`src/hdl/hrv_pkg.sv`:
```
// Shared types and constants of the HTTP request validator.
// Classified byte item, result status codes, queue sizing. No dependencies.
package hrv_pkg;

   localparam int BYTE_W   = 8;
   localparam int STATUS_W = 3;
   localparam int DIGIT_W  = 4;
   localparam int HEADER_W = 8;

   localparam int QUEUE_DEPTH = 4;
   localparam int QUEUE_AW    = 2;
   localparam int QUEUE_CW    = 3;

   localparam logic [STATUS_W-1:0] ST_OK      = 3'd0;
   localparam logic [STATUS_W-1:0] ST_METHOD  = 3'd1;
   localparam logic [STATUS_W-1:0] ST_LITERAL = 3'd2;
   localparam logic [STATUS_W-1:0] ST_DIGIT   = 3'd3;
   localparam logic [STATUS_W-1:0] ST_DELIM   = 3'd4;
   localparam logic [STATUS_W-1:0] ST_ILLEGAL = 3'd5;
   localparam logic [STATUS_W-1:0] ST_HOST    = 3'd6;

   // one request byte with its character class
   typedef struct packed {
      logic [BYTE_W-1:0] data;
      logic              last;
      logic              legal;
      logic              digit;
      logic              space;
      logic              colon;
      logic              cr;
      logic              lf;
   } item_type;

endpackage

```
`src/hdl/hrv_front.sv`:
```
// Front end: classifies each incoming request byte.
// Depends on hrv_pkg for item_type.
module hrv_front (
   input  logic [hrv_pkg::BYTE_W-1:0] in_byte,
   input  logic                       in_last,
   output hrv_pkg::item_type          item
);

   always_comb begin
      item.data  = in_byte;
      item.last  = in_last;
      item.legal = (in_byte >= 8'h21) && (in_byte <= 8'h7A);
      item.digit = (in_byte >= 8'h30) && (in_byte <= 8'h39);
      item.space = (in_byte == 8'h20);
      item.colon = (in_byte == 8'h3A);
      item.cr    = (in_byte == 8'h0D);
      item.lf    = (in_byte == 8'h0A);
   end

endmodule

```
`src/hdl/hrv_queue.sv`:
```
// Short FIFO of classified items between front and back end.
// Depends on hrv_pkg for item_type and queue sizing.
module hrv_queue (
   input  logic              clock,
   input  logic              reset,
   input  logic              push_valid,
   output logic              push_ready,
   input  hrv_pkg::item_type push_item,
   output logic              pop_valid,
   input  logic              pop,
   output hrv_pkg::item_type pop_item
);

   hrv_pkg::item_type                mem_ff [hrv_pkg::QUEUE_DEPTH];
   logic [hrv_pkg::QUEUE_AW-1:0]     wr_ptr_ff;
   logic [hrv_pkg::QUEUE_AW-1:0]     rd_ptr_ff;
   logic [hrv_pkg::QUEUE_CW-1:0]     count_ff;
   logic [hrv_pkg::QUEUE_CW-1:0]     count_in;
   logic                             do_push;
   logic                             do_pop;

   assign push_ready = (count_ff != hrv_pkg::QUEUE_CW'(hrv_pkg::QUEUE_DEPTH));
   assign pop_valid  = (count_ff != '0);
   assign pop_item   = mem_ff[rd_ptr_ff];
   assign do_push    = push_valid && push_ready;
   assign do_pop     = pop && pop_valid;

   always_comb begin
      count_in = count_ff;
      if (do_push && !do_pop) begin
         count_in = count_ff + 1'b1;
      end else if (!do_push && do_pop) begin
         count_in = count_ff - 1'b1;
      end
   end

   always_ff @(posedge clock) begin
      if (reset) begin
         wr_ptr_ff <= '0;
         rd_ptr_ff <= '0;
         count_ff  <= '0;
      end else begin
         count_ff <= count_in;
         if (do_push) begin
            wr_ptr_ff <= wr_ptr_ff + 1'b1;
         end
         if (do_pop) begin
            rd_ptr_ff <= rd_ptr_ff + 1'b1;
         end
      end
   end

   always_ff @(posedge clock) begin
      if (do_push) begin
         mem_ff[wr_ptr_ff] <= push_item;
      end
   end

endmodule

```
`src/hdl/hrv_back.sv`:
```
// Back end: request-line and header parser state machine plus result register.
// Depends on hrv_pkg for item_type and status codes.
module hrv_back #(
   parameter int COUNT_BITS = 8
) (
   input  logic                          clock,
   input  logic                          reset,
   input  logic                          item_valid,
   input  hrv_pkg::item_type             item,
   output logic                          item_pop,
   output logic                          rsp_valid,
   input  logic                          rsp_ready,
   output logic [hrv_pkg::STATUS_W-1:0]  rsp_status,
   output logic                          rsp_method_post,
   output logic [hrv_pkg::DIGIT_W-1:0]   rsp_major_version,
   output logic [hrv_pkg::DIGIT_W-1:0]   rsp_minor_version,
   output logic                          rsp_host_present,
   output logic [hrv_pkg::HEADER_W-1:0]  rsp_header_count
);

   localparam int CNT_W = (COUNT_BITS < hrv_pkg::HEADER_W) ? COUNT_BITS : hrv_pkg::HEADER_W;

   localparam logic [3:0] PH_METHOD = 4'd0;
   localparam logic [3:0] PH_RES    = 4'd1;
   localparam logic [3:0] PH_HTTP   = 4'd2;
   localparam logic [3:0] PH_MAJ    = 4'd3;
   localparam logic [3:0] PH_DOT    = 4'd4;
   localparam logic [3:0] PH_MIN    = 4'd5;
   localparam logic [3:0] PH_CRLF   = 4'd6;
   localparam logic [3:0] PH_KEY    = 4'd7;
   localparam logic [3:0] PH_VAL    = 4'd8;

   localparam logic [2:0] HOST_HIT  = 3'd4;
   localparam logic [2:0] HOST_MISS = 3'd5;

   typedef struct packed {
      logic       ill;
      logic [2:0] hm;
   } field_type;

   function automatic logic [7:0] method_char(input logic post, input logic [2:0] idx);
      logic [7:0] c;
      c = 8'h00;
      case ({post, idx})
         4'b0_001: c = 8'h45; // E
         4'b0_010: c = 8'h54; // T
         4'b0_011: c = 8'h20;
         4'b1_001: c = 8'h4F; // O
         4'b1_010: c = 8'h53; // S
         4'b1_011: c = 8'h54; // T
         4'b1_100: c = 8'h20;
         default:  c = 8'h00;
      endcase
      return c;
   endfunction

   function automatic logic [7:0] http_char(input logic [2:0] idx);
      logic [7:0] c;
      c = 8'h00;
      case (idx)
         3'd0:    c = 8'h48; // H
         3'd1:    c = 8'h54; // T
         3'd2:    c = 8'h54; // T
         3'd3:    c = 8'h50; // P
         3'd4:    c = 8'h2F; // /
         default: c = 8'h00;
      endcase
      return c;
   endfunction

   function automatic logic [7:0] host_char(input logic [1:0] idx);
      logic [7:0] c;
      c = 8'h00;
      case (idx)
         2'd0:    c = 8'h48; // H
         2'd1:    c = 8'h6F; // o
         2'd2:    c = 8'h73; // s
         2'd3:    c = 8'h74; // t
         default: c = 8'h00;
      endcase
      return c;
   endfunction

   // one key/value byte: illegal flag and Host key matcher
   function automatic field_type field_step(input field_type cur, input logic is_key,
                                            input logic [7:0] c, input logic legal);
      field_type nxt;
      nxt = cur;
      if (!legal) begin
         nxt.ill = 1'b1;
      end
      if (is_key) begin
         if (cur.hm < HOST_HIT && c == host_char(cur.hm[1:0])) begin
            nxt.hm = cur.hm + 3'd1;
         end else begin
            nxt.hm = HOST_MISS;
         end
      end
      return nxt;
   endfunction

   logic [3:0]                   phase_ff,   phase_in;
   logic [2:0]                   lit_idx_ff, lit_idx_in;
   logic                         method_ff,  method_in;
   logic [hrv_pkg::DIGIT_W-1:0]  major_ff,   major_in;
   logic [hrv_pkg::DIGIT_W-1:0]  minor_ff,   minor_in;
   logic                         dpend_ff,   dpend_in;
   logic                         illegal_ff, illegal_in;
   logic [2:0]                   hmatch_ff,  hmatch_in;
   logic                         host_ff,    host_in;
   logic [CNT_W-1:0]             lines_ff,   lines_in;
   logic [hrv_pkg::STATUS_W-1:0] err_ff,     err_in;
   logic [hrv_pkg::STATUS_W-1:0] fin_err;

   logic                         rsp_valid_ff;
   logic [hrv_pkg::STATUS_W-1:0] rsp_status_ff;
   logic                         rsp_method_ff;
   logic [hrv_pkg::DIGIT_W-1:0]  rsp_major_ff;
   logic [hrv_pkg::DIGIT_W-1:0]  rsp_minor_ff;
   logic                         rsp_host_ff;
   logic [hrv_pkg::HEADER_W-1:0] rsp_count_ff;

   logic       is_key;
   logic       d0_hit;
   logic       d1_hit;
   logic [7:0] d0_char;
   logic       d0_legal;
   field_type  fld;
   logic [2:0] lit_len;
   logic       pop_last;

   assign item_pop = item_valid && (!item.last || !rsp_valid_ff || rsp_ready);
   assign pop_last = item_pop && item.last;

   always_comb begin
      phase_in   = phase_ff;
      lit_idx_in = lit_idx_ff;
      method_in  = method_ff;
      major_in   = major_ff;
      minor_in   = minor_ff;
      dpend_in   = dpend_ff;
      illegal_in = illegal_ff;
      hmatch_in  = hmatch_ff;
      host_in    = host_ff;
      lines_in   = lines_ff;
      err_in     = err_ff;
      is_key     = (phase_ff == PH_KEY);
      d0_hit     = is_key ? item.colon : item.cr;
      d1_hit     = is_key ? item.space : item.lf;
      d0_char    = is_key ? 8'h3A : 8'h0D;
      d0_legal   = is_key;
      fld.ill    = illegal_ff;
      fld.hm     = hmatch_ff;
      lit_len    = method_ff ? 3'd5 : 3'd4;

      if (err_ff == hrv_pkg::ST_OK) begin
         case (phase_ff)
            PH_METHOD: begin
               if (lit_idx_ff == 3'd0) begin
                  if (item.data == 8'h47) begin
                     method_in  = 1'b0;
                     lit_idx_in = 3'd1;
                  end else if (item.data == 8'h50) begin
                     method_in  = 1'b1;
                     lit_idx_in = 3'd1;
                  end else begin
                     err_in = hrv_pkg::ST_METHOD;
                  end
               end else if (lit_idx_ff >= lit_len ||
                            item.data != method_char(method_ff, lit_idx_ff)) begin
                  err_in = hrv_pkg::ST_LITERAL;
               end else if (lit_idx_ff + 3'd1 == lit_len) begin
                  lit_idx_in = 3'd0;
                  phase_in   = PH_RES;
               end else begin
                  lit_idx_in = lit_idx_ff + 3'd1;
               end
            end
            PH_RES: begin
               if (item.space) begin
                  if (illegal_ff) begin
                     err_in = hrv_pkg::ST_ILLEGAL;
                  end else begin
                     phase_in = PH_HTTP;
                  end
               end else if (!item.legal) begin
                  illegal_in = 1'b1;
               end
            end
            PH_HTTP: begin
               if (lit_idx_ff >= 3'd5 || item.data != http_char(lit_idx_ff)) begin
                  err_in = hrv_pkg::ST_LITERAL;
               end else if (lit_idx_ff == 3'd4) begin
                  lit_idx_in = 3'd0;
                  phase_in   = PH_MAJ;
               end else begin
                  lit_idx_in = lit_idx_ff + 3'd1;
               end
            end
            PH_MAJ: begin
               if (!item.digit) begin
                  err_in = hrv_pkg::ST_DIGIT;
               end else begin
                  major_in = item.data[3:0];
                  phase_in = PH_DOT;
               end
            end
            PH_DOT: begin
               if (item.data == 8'h2E) begin
                  phase_in = PH_MIN;
               end else begin
                  err_in = hrv_pkg::ST_LITERAL;
               end
            end
            PH_MIN: begin
               if (!item.digit) begin
                  err_in = hrv_pkg::ST_DIGIT;
               end else begin
                  minor_in   = item.data[3:0];
                  phase_in   = PH_CRLF;
                  lit_idx_in = 3'd0;
               end
            end
            PH_CRLF: begin
               if (lit_idx_ff == 3'd0 && item.cr) begin
                  lit_idx_in = 3'd1;
               end else if (lit_idx_ff == 3'd1 && item.lf) begin
                  lit_idx_in = 3'd0;
                  phase_in   = PH_KEY;
                  illegal_in = 1'b0;
               end else begin
                  err_in = hrv_pkg::ST_LITERAL;
               end
            end
            PH_KEY, PH_VAL: begin
               if (dpend_ff && d1_hit) begin
                  dpend_in = 1'b0;
                  if (illegal_ff) begin
                     err_in = hrv_pkg::ST_ILLEGAL;
                  end else if (is_key) begin
                     phase_in = PH_VAL;
                  end else begin
                     if (lines_ff != '1) begin
                        lines_in = lines_ff + 1'b1;
                     end
                     if (hmatch_ff == HOST_HIT) begin
                        host_in = 1'b1;
                     end
                     hmatch_in = 3'd0;
                     phase_in  = PH_KEY;
                  end
               end else begin
                  // a held ':' or CR that was not a delimiter counts as field data
                  if (dpend_ff) begin
                     fld = field_step(fld, is_key, d0_char, d0_legal);
                  end
                  if (d0_hit) begin
                     dpend_in = 1'b1;
                  end else begin
                     dpend_in = 1'b0;
                     fld = field_step(fld, is_key, item.data, item.legal);
                  end
                  illegal_in = fld.ill;
                  hmatch_in  = fld.hm;
               end
            end
            default: begin
               err_in = hrv_pkg::ST_LITERAL;
            end
         endcase
      end
   end

   // status at end of request
   always_comb begin
      fin_err = err_in;
      if (err_in == hrv_pkg::ST_OK) begin
         case (phase_in)
            PH_METHOD, PH_HTTP, PH_DOT, PH_CRLF: fin_err = hrv_pkg::ST_LITERAL;
            PH_MAJ, PH_MIN:                      fin_err = hrv_pkg::ST_DIGIT;
            PH_KEY: begin
               if (hmatch_in != 3'd0 || dpend_in) begin
                  fin_err = hrv_pkg::ST_DELIM;
               end
            end
            default: fin_err = hrv_pkg::ST_DELIM;
         endcase
         if (fin_err == hrv_pkg::ST_OK && major_in == 4'd1 && minor_in == 4'd1 && !host_in) begin
            fin_err = hrv_pkg::ST_HOST;
         end
      end
   end

   always_ff @(posedge clock) begin
      if (reset || pop_last) begin
         phase_ff   <= PH_METHOD;
         lit_idx_ff <= '0;
         method_ff  <= 1'b0;
         major_ff   <= '0;
         minor_ff   <= '0;
         dpend_ff   <= 1'b0;
         illegal_ff <= 1'b0;
         hmatch_ff  <= '0;
         host_ff    <= 1'b0;
         lines_ff   <= '0;
         err_ff     <= hrv_pkg::ST_OK;
      end else if (item_pop) begin
         phase_ff   <= phase_in;
         lit_idx_ff <= lit_idx_in;
         method_ff  <= method_in;
         major_ff   <= major_in;
         minor_ff   <= minor_in;
         dpend_ff   <= dpend_in;
         illegal_ff <= illegal_in;
         hmatch_ff  <= hmatch_in;
         host_ff    <= host_in;
         lines_ff   <= lines_in;
         err_ff     <= err_in;
      end
   end

   always_ff @(posedge clock) begin
      if (reset) begin
         rsp_valid_ff <= 1'b0;
      end else if (pop_last) begin
         rsp_valid_ff <= 1'b1;
      end else if (rsp_ready) begin
         rsp_valid_ff <= 1'b0;
      end
   end

   always_ff @(posedge clock) begin
      if (pop_last) begin
         rsp_status_ff <= fin_err;
         rsp_method_ff <= method_in;
         rsp_major_ff  <= major_in;
         rsp_minor_ff  <= minor_in;
         rsp_host_ff   <= host_in;
         rsp_count_ff  <= hrv_pkg::HEADER_W'(lines_in);
      end
   end

   assign rsp_valid         = rsp_valid_ff;
   assign rsp_status        = rsp_status_ff;
   assign rsp_method_post   = rsp_method_ff;
   assign rsp_major_version = rsp_major_ff;
   assign rsp_minor_version = rsp_minor_ff;
   assign rsp_host_present  = rsp_host_ff;
   assign rsp_header_count  = rsp_count_ff;

`ifndef SYNTHESIS
   a_err_sticky: assert property (@(posedge clock) disable iff (reset)
      (err_ff != hrv_pkg::ST_OK && !pop_last) |=> (err_ff == $past(err_ff)))
      else $error("parser error code changed before end of request");

   a_end_clears: assert property (@(posedge clock) disable iff (reset)
      pop_last |=> (phase_ff == PH_METHOD && lines_ff == '0 && err_ff == hrv_pkg::ST_OK))
      else $error("parser state not cleared after last byte");

   a_host_status: assert property (@(posedge clock) disable iff (reset)
      (rsp_valid_ff && rsp_status_ff == hrv_pkg::ST_HOST) |->
      (rsp_major_ff == 4'd1 && rsp_minor_ff == 4'd1 && !rsp_host_ff))
      else $error("host required status without version 1.1 and missing Host");

   a_no_pop_blocked: assert property (@(posedge clock) disable iff (reset)
      (rsp_valid_ff && !rsp_ready) |-> !pop_last)
      else $error("result overwritten while still pending");
`endif

endmodule

```
`src/hdl/http_request_validator.sv`:
```
// Top level of the HTTP request validator: front classifier, item queue, parser back end.
// Depends on hrv_pkg, hrv_front, hrv_queue and hrv_back.
//
// Takes one request byte per cycle while req_ready is high, with req_last marking the
// final byte, and returns one result per request: status, method, version digits, Host
// flag and header count. Sustained rate is one byte per clock while nothing stalls; the
// parser state machine in the back end retires one byte per cycle except on a stalled
// last byte. A four-entry queue sits between the classifier and the parser, so input
// keeps flowing while a result waits in the output register. The last byte passes the
// queue and the parser into the registered rsp_ outputs; the back end only stalls on a
// last byte while the previous result has not been taken.
module http_request_validator #(
   parameter int COUNT_BITS = 8
) (
   input  logic                          clock,
   input  logic                          reset,
   input  logic                          req_valid,
   output logic                          req_ready,
   input  logic [hrv_pkg::BYTE_W-1:0]    req_in_byte,
   input  logic                          req_last,
   output logic                          rsp_valid,
   input  logic                          rsp_ready,
   output logic [hrv_pkg::STATUS_W-1:0]  rsp_status,
   output logic                          rsp_method_post,
   output logic [hrv_pkg::DIGIT_W-1:0]   rsp_major_version,
   output logic [hrv_pkg::DIGIT_W-1:0]   rsp_minor_version,
   output logic                          rsp_host_present,
   output logic [hrv_pkg::HEADER_W-1:0]  rsp_header_count
);

   hrv_pkg::item_type front_item;
   hrv_pkg::item_type queue_item;
   logic              queue_valid;
   logic              queue_pop;

   hrv_front u_front (
      .in_byte (req_in_byte),
      .in_last (req_last),
      .item    (front_item)
   );

   hrv_queue u_queue (
      .clock      (clock),
      .reset      (reset),
      .push_valid (req_valid),
      .push_ready (req_ready),
      .push_item  (front_item),
      .pop_valid  (queue_valid),
      .pop        (queue_pop),
      .pop_item   (queue_item)
   );

   hrv_back #(
      .COUNT_BITS (COUNT_BITS)
   ) u_back (
      .clock             (clock),
      .reset             (reset),
      .item_valid        (queue_valid),
      .item              (queue_item),
      .item_pop          (queue_pop),
      .rsp_valid         (rsp_valid),
      .rsp_ready         (rsp_ready),
      .rsp_status        (rsp_status),
      .rsp_method_post   (rsp_method_post),
      .rsp_major_version (rsp_major_version),
      .rsp_minor_version (rsp_minor_version),
      .rsp_host_present  (rsp_host_present),
      .rsp_header_count  (rsp_header_count)
   );

endmodule
```
`config.mk`:
```
export PLATFORM = sky130hd
export DESIGN_NAME = http_request_validator
export DESIGN_NICKNAME = d
export VERILOG_FILES = /design/src/hdl/hrv_pkg.sv /design/src/hdl/hrv_front.sv /design/src/hdl/hrv_queue.sv /design/src/hdl/hrv_back.sv /design/src/hdl/http_request_validator.sv
export SDC_FILE = /design/constraint.sdc
export NUM_CORES = 1
export LEC_CHECK = 0
export ABC_AREA = 1
export BUFFER_PORTS_ARGS = -buffer_cell sky130_fd_sc_hd__buf_2
export CAP_MARGIN = 15
export CORE_ASPECT_RATIO = 0.7
export CORE_UTILIZATION = 54
export DETAILED_ROUTE_END_ITERATION = 16
export PLACE_DENSITY = 0.72
export SETUP_SLACK_MARGIN = 0.3
export SYNTH_ARGS = -nofsm -noshare
export SYNTH_HDL_FRONTEND = slang
export SYNTH_SLANG_ARGS = --single-unit
```
`constraint.sdc`:
```
create_clock -name clock -period 3.7 [get_ports clock]
set_input_delay 0.37 -clock clock [delete_from_list [all_inputs] [get_ports clock]]
set_output_delay 0.37 -clock clock [all_outputs]
set_load 0.03 [all_outputs]
```
==> key figures, run 1 <==
Clock tree
  • Root Driver: clkbuf_16
  • Clk_lat worst skew: 420 ps
  • CTS max path bufs: 2
  • CTS tree: built
  • CTS Buf Count: 17
  • Htree depth: 4
  • Setup Buffers After CTS: 0
  • Clk slew on worst S/H paths: roughly 60 ps
  • Clock Sinks: around 120

STA
  • Setup violations, final: 0
  • Rel. slew slack: about a third
  • Final Max Tran Viols: 0
  • Fin crit share: 81.19%
  • Fmax: roughly 330 MHz
  • RSZ-0062 raised after global routing: false
  • Clk_skew: ~8.2 ps
  • Fin crit period: 3004 ps
  • Final Hold Fails: 0
  • Setup TNS: 0 ps
  • Hold Slack: about 120 ps
  • Least-Margin Pin Slew: a little under 1000 ps

GRT
  • Largest net degree at the start of global routing: 38
  • Initial antenna violation count: 0
  • First-pass GRT wire length: roughly 27 mm
  • GRT Total Usage: between 20 and 30%
  • Grt total ovfl: 0
  • Vias in the first global route: around 5300

Synthesis
  • Synth Instances: a little under 900
  • Number of flops mapped to enable cells by yosys: slightly above 80
  • Yosys reg bits: about 120
  • Synth async-reset ratio: 0%
  • Mean Syn Cell Area: approximately 7.8 sq um
  • Cell Area, Synth: a little under 7000 sq um
  • Post-synthesis cell type count: 45
  • Post-synth top flop: edfxtp_1
  • Syn nets: between 900 and 1000
  • YS warnings: 0
  • Sequential-to-total area share from yosys stat: a little under half

Placement
  • Hpwl dp: 12.05 mm
  • I/O Buffers: 35
  • GP Congestion: just under 1

Pwr
  • Switching Fraction: roughly 46%
  • Clock Power Share: between 20% and 30%
  • Max VDD drop: 0.0007886 V
  • Int Pwr: between 3 and 4 mW
  • Static leakage power: between 3 and 4 nW
  • Switching pwr: approximately 3.4 mW
  • Post-route total power: slightly above 7 mW
  • PwrDens: between 900 and 1000 nW/um^2
  • Seq pwr share: between 20% and 30%
  • Comb power frac: between 40% and 50%

Status
  • Status: complete, no violations

Hold path
  • Hold WC Path Type: input pin to register

Layout
  • Layout cells sized above 1: 14.15%
  • Most common cell after layout, fill and taps aside: nand2_1
  • NumNets Final: about 960
  • Area grow syn2layout: 13.70%
  • ANT cells: 0
  • Most frequent cells in the layout: 237 x nand2_1, 106 x nor2_1, 96 x inv_1

Worst setup path
  • CP max FO: 30
  • Req. time, crit path: approximately 4000 ps
  • Startpoint Class: register
  • Crit end category: register
  • Critical Path, Cell by Cell: inv_2, o21ai_0, o22ai_1, nand3_1, nand2_1, buf_4, inv_1, nand2_1, nand2_2, inv_2, o21ai_0, a21oi_1
  • Critical path arrival: 3330 ps
  • Delay of the slowest critical-path stage: about 400 ps
  • Crit path kind: register to register
  • Crit-path slowest cell: inv_2

Floorplan
  • Die H: about 97 microns
  • Starting density of the core: between 50% and 60%
  • Die area: about 13000 sq um
  • Core ar.: about 12000 sq um
  • I/O Pins: 36
  • FP Rows: 34
  • Die X-Extent: approximately 140 microns

Routing
  • Remaining DRCs: 0
  • Routed WL: 17.15 mm
  • WL per Instance: around 16 microns
  • 1st-pass router iterations: 7
  • Initial drt markers: about 640
  • Routed vias: between 6000 and 7000
  • Detail Route Antenna Nets: 0
  • Vias/cell: roughly 5.5

Job
  • Max Cap Viol: 0
registers in the layout, summed over array words and instances, names as in the netlist, 3 cells and up, named ones only:
| register | count |
|---|---|
| u_back.err_ff | 3 |
| u_back.hmatch_ff | 3 |
| u_back.lines_ff | 8 |
| u_back.lit_idx_ff | 3 |
| u_back.major_ff | 4 |
| u_back.minor_ff | 4 |
| u_back.phase_ff | 4 |
| u_back.rsp_header_count | 8 |
| u_back.rsp_major_version | 4 |
| u_back.rsp_minor_version | 4 |
| u_back.rsp_status | 3 |
| u_queue.count_ff | 3 |
| u_queue.mem_ff | 60 |
worst paths after layout:
| path | from | endpoint | slack, ps | cells after the start |
|---|---|---|---|---|
| max reg2reg | register | u_back.phase_ff[0]$_SDFFE_PP0P_ | 700 | 12 |
| min | reset | u_back.rsp_valid$_SDFFE_PP0P_ | 120 | 2 |
| min reg2reg | u_back.host_ff$_SDFFE_PP0P_ | u_back.host_ff$_SDFFE_PP0P_ | 460 | 2 |
| max | register | u_back.phase_ff[0]$_SDFFE_PP0P_ | 700 | 12 |
synthesized netlist by cell type, types with 3 or more instances:
master / instances / area [sq um]
nand3_1: 76 / 380.4
buf_2: 7 / 35.03
a211oi_1: 5 / 37.54
xor2_1: 5 / 43.79
edfxtp_1: 81 / 2432
o211ai_1: 7 / 52.55
clkbuf_1: 7 / 26.28
nand3_2: 6 / 60.06
inv_1: 96 / 360.4
o21ai_1: 18 / 90.09
ha_1: 16 / 200.2
a21oi_1: 41 / 205.2
nand4_1: 11 / 68.82
nand2_2: 13 / 81.33
dfxtp_1: 43 / 860.8
buf_4: 4 / 30.03
nor2_2: 5 / 31.28
inv_2: 20 / 75.07
nor4_1: 3 / 18.77
nor3_1: 11 / 55.05
o21ai_0: 39 / 195.2
nand2_1: 237 / 889.6
nor2_1: 108 / 405.4
what timing repair did:
| item | in CTS | in global routing |
|---|---|---|
| hold buffers | 0 | 0 |
| gates resized for setup | 0 | 4 |
| endpoints found under the setup margin | 0 | 2 |
metrics by stage:
stage	std cells	area, sq um	util [%]	setup WS (ps)
floorplan	887	6903	-	1079
detailed placement	1070	7217	58.10	645.5
global route	1102	7849	63.18	352.9
global placement	1070	7217	58.10	744.9
finish	1102	7849	63.18	696.1
CTS	1102	7843	63.13	591.0
layer usage:
metal,global-route usage [%],share of wire [%]
met1,40.50,48
met5,0,0
met3,6.781,9.7
met4,9.799,1.6
met2,39.98,41
power groups by stage:
stage / Sequential, mW / Clock, mW / Combinational (mW)
6_report: 2.13 / 1.75 / 3.37
3_3_place_gp: 2.14 / 0 / 3.26
4_1_cts: 2.12 / 1.77 / 3.32
2_1_floorplan: 2.36 / 0 / 2.25
5_1_grt: 2.17 / 1.82 / 3.75
3_5_place_dp: 2.15 / 0 / 3.28
cells by family after synthesis:
| family | Yosys count | synth area share [%] |
|---|---|---|
| flops | 124 | 47.71 |
| fa+ha+maj | 17 | 3.190 |
| mux | 1 | 0.1450 |
| simple gates | 478 | 30.20 |
| buf+inv | 137 | 8.012 |
| xor+xnor | 5 | 0.6344 |
| compound gates | 125 | 10.11 |
critical path: cells and delay by family, from the launching register on:
kind,cells,cell delay (ps)
AND/OR/NAND/NOR,4,700
buffers and inverters,4,1160
AO/OA/AOI/OAI,4,700
flip-flops,1,320
cell type report:
type	count	area [sq um]
Sequential cell	124	3299
Fill cell	1052	4573
Clock inverter	15	200.2
Tap cell	162	202.7
Clock buffer	17	425.4
Timing Repair Buffer	41	220.2
Multi-Input combinational cell	626	3062
Inverter	117	439.2
Note: power is estimated with default switching activity, not from simulation.
==> run 2, diff against run 1 <==
Clock period 3.7 ns to 2.9 ns, I/O delays scaled along.
==> key figures, run 2 (same netlist as run 1, synthesis figures left out) <==
Status
  • Status: finished with violations
  • Failing checks: DRC

GRT
  • First-pass GRT wire length: 28.15 mm
  • Largest net degree at the start of global routing: 38
  • GRT Total Usage: between 20% and 30%
  • Vias in the first global route: about 5400
  • Initial antenna violation count: 0
  • Grt total ovfl: 0

Pwr
  • Max VDD drop: ~0.0007 V
  • PwrDens: approximately 1200 nW/um^2
  • Static leakage power: around 3.8 nW
  • Post-route total power: 9.702 mW

Layout
  • Area grow syn2layout: 21.91%
  • Layout fillers: around 1000
  • ANT cells: 0
  • Area of the multi-input gates: roughly 3400 sq um
  • Most common cell after layout, fill and taps aside: nand2_1
  • Final non-filler cell area: around 8400 sq um
  • Most frequent cells in the layout: 222 x nand2_1, 101 x nor2_1, 92 x inv_1
  • NumNets Final: 995
  • Layout cells sized above 1: 23.34%
  • Seq. cell area: about 3300 sq um
  • Largest Register: u_queue.mem_ff
  • Max reg flops: 60

Placement
  • I/O Buffers: 35
  • DP Worst Slack: -54.39 ps
  • Placed inst area: 7373 sq um
  • Hpwl dp: around 12 mm
  • GP Congestion: about 1

Worst setup path
  • Crit end category: register
  • Critical Path, Cell by Cell: nor2_4, nand3_4, nand2_4, inv_6, ha_4, inv_2, o21ai_2, inv_1, nand3_2, nand2_2, nand3_2, nor2_4, nand3_2, a21oi_2, nand2_1, nor2_2, nand3_1, nand2_1, o21ai_1, nand2_1, nand2_1
  • Top cell by count, worst path: nand2_1
  • Crit-path slowest cell: dfxtp_4
  • Critical path arrival: 2730 ps
  • R2R Path Start: u_back.phase_ff[3]$_SDFFE_PP0P_
  • Buffers plus inverters on the worst setup path: 3
  • Worst setup path start: u_back.phase_ff[3]$_SDFFE_PP0P_
  • Req. time, crit path: a little over 3000 ps
  • Crit path kind: register to register
  • Top Family by Delay on Critical Path: simple AND/OR/NAND/NOR gates
  • Delay of the slowest critical-path stage: approximately 360 ps
  • R2R Setup Slk: 340 ps
  • Startpoint Class: register
  • CP max FO: 5

Routing
  • Initial drt markers: 524
  • 1st-pass router iterations: 11
  • Detail Route Antenna Nets: 0
  • Routed WL: 18.31 mm
  • Routed vias: about 6300
  • WL per Instance: between 15 and 20 microns
  • Vias/cell: 5.521
  • Remaining DRCs: 1

Hold path
  • Hold WC Path Type: input pin to register
  • Hold Crit Start: reset

Clock tree
  • Clk_lat worst skew: between 400 and 500 ps
  • Htree depth: 4
  • Clock Sinks: about 120
  • CTS max path bufs: 2
  • CTS Buf Count: 17
  • Hold Buf Count CTS: 0
  • Root Driver: clkbuf_16
  • CTS tree: built
  • Clk slew on worst S/H paths: 60 ps

STA
  • Rel. slew slack: between 50% and 60%
  • RSZ-0062 raised after global routing: true
  • Fin crit share: around nine tenths
  • Hold Slack: 30.71 ps
  • Fmax: ~390 MHz
  • Setup violations, final: 0
  • Slack of the critical path: ~340 ps
  • Fin crit period: between 2000 and 3000 ps
  • Setup TNS: 0 ps
  • Final Max Tran Viols: 0
  • Clk_skew: ~13 ps
  • Least-Margin Pin Slew: 683.5 ps
  • Final Hold Fails: 0

Floorplan
  • Die area: 13250 sq um
  • FP Rows: 34
  • I/O Pins: 36
  • Die H: approximately 97 microns
  • Core ar.: 12420 sq um
  • Die X-Extent: about 140 microns
  • Starting density of the core: 55.57%

Job
  • Max Cap Viol: 0
-- run 2: metrics by stage --
step,util [%],std cells
final,67.75,1139
after global routing,67.75,1139
after CTS,64.83,1128
after detailed placement,59.36,1090
after global placement,59.36,1090
after floorplan,-,887
-- run 2: layer usage --
layer,global-route usage (%),up-vias,routed length (microns)
met4,8.608,0,336
met2,41.04,258,7676
met3,8.294,31,1656
met5,0,-,0
met1,41.25,2905,8645
li1,-,3094,-
-- run 2: power by group --
group / internal (mW) / leakage [nW] / switching [mW]
registers: 2.47 / 1.14 / 0.293
clock network: 1.10 / 0.260 / 0.851
logic: 1.60 / 2.40 / 3.38
total: 5.17 / 3.80 / 4.53
-- run 2: final timing paths --
path                                    end  cells past startpoint
max          u_back.rsp_status[2]$_DFFE_PP_                     21
min           u_back.rsp_valid$_SDFFE_PP0P_                      2
max reg2reg  u_back.rsp_status[2]$_DFFE_PP_                     21
min reg2reg     u_back.host_ff$_SDFFE_PP0P_                      2
-- run 2: final cells by class --
type | count | area share, %
Multi-Input combinational cell | 626 | 39.83
Sequential cell | 124 | 39.44
Timing Repair Buffer | 79 | 6.348
Inverter | 117 | 5.575
Clock buffer | 17 | 5.055
Tap cell | 162 | 2.409
Clock inverter | 14 | 1.338
-- run 2: what timing repair did --
action / in CTS / in global routing
setup buffers: 7 / 11
pin swaps: 10 / 21
setup endpoints to repair: 7 / 6
gates resized for setup: 31 / 72
-- run 2: worst register-to-register path, stage by stage (launching register included) --
cell and delay [ps]:
dfxtp_4 360, nor2_4 140, nand3_4 120, nand2_4 130, inv_6 60, ha_4 170, inv_2 60, o21ai_2 60
inv_1 70, nand3_2 70, nand2_2 70, nand3_2 80, nor2_4 140, nand3_2 90, a21oi_2 160, nand2_1 90
nor2_2 120, nand3_1 80, nand2_1 80, o21ai_1 80, nand2_1 60, nand2_1 40
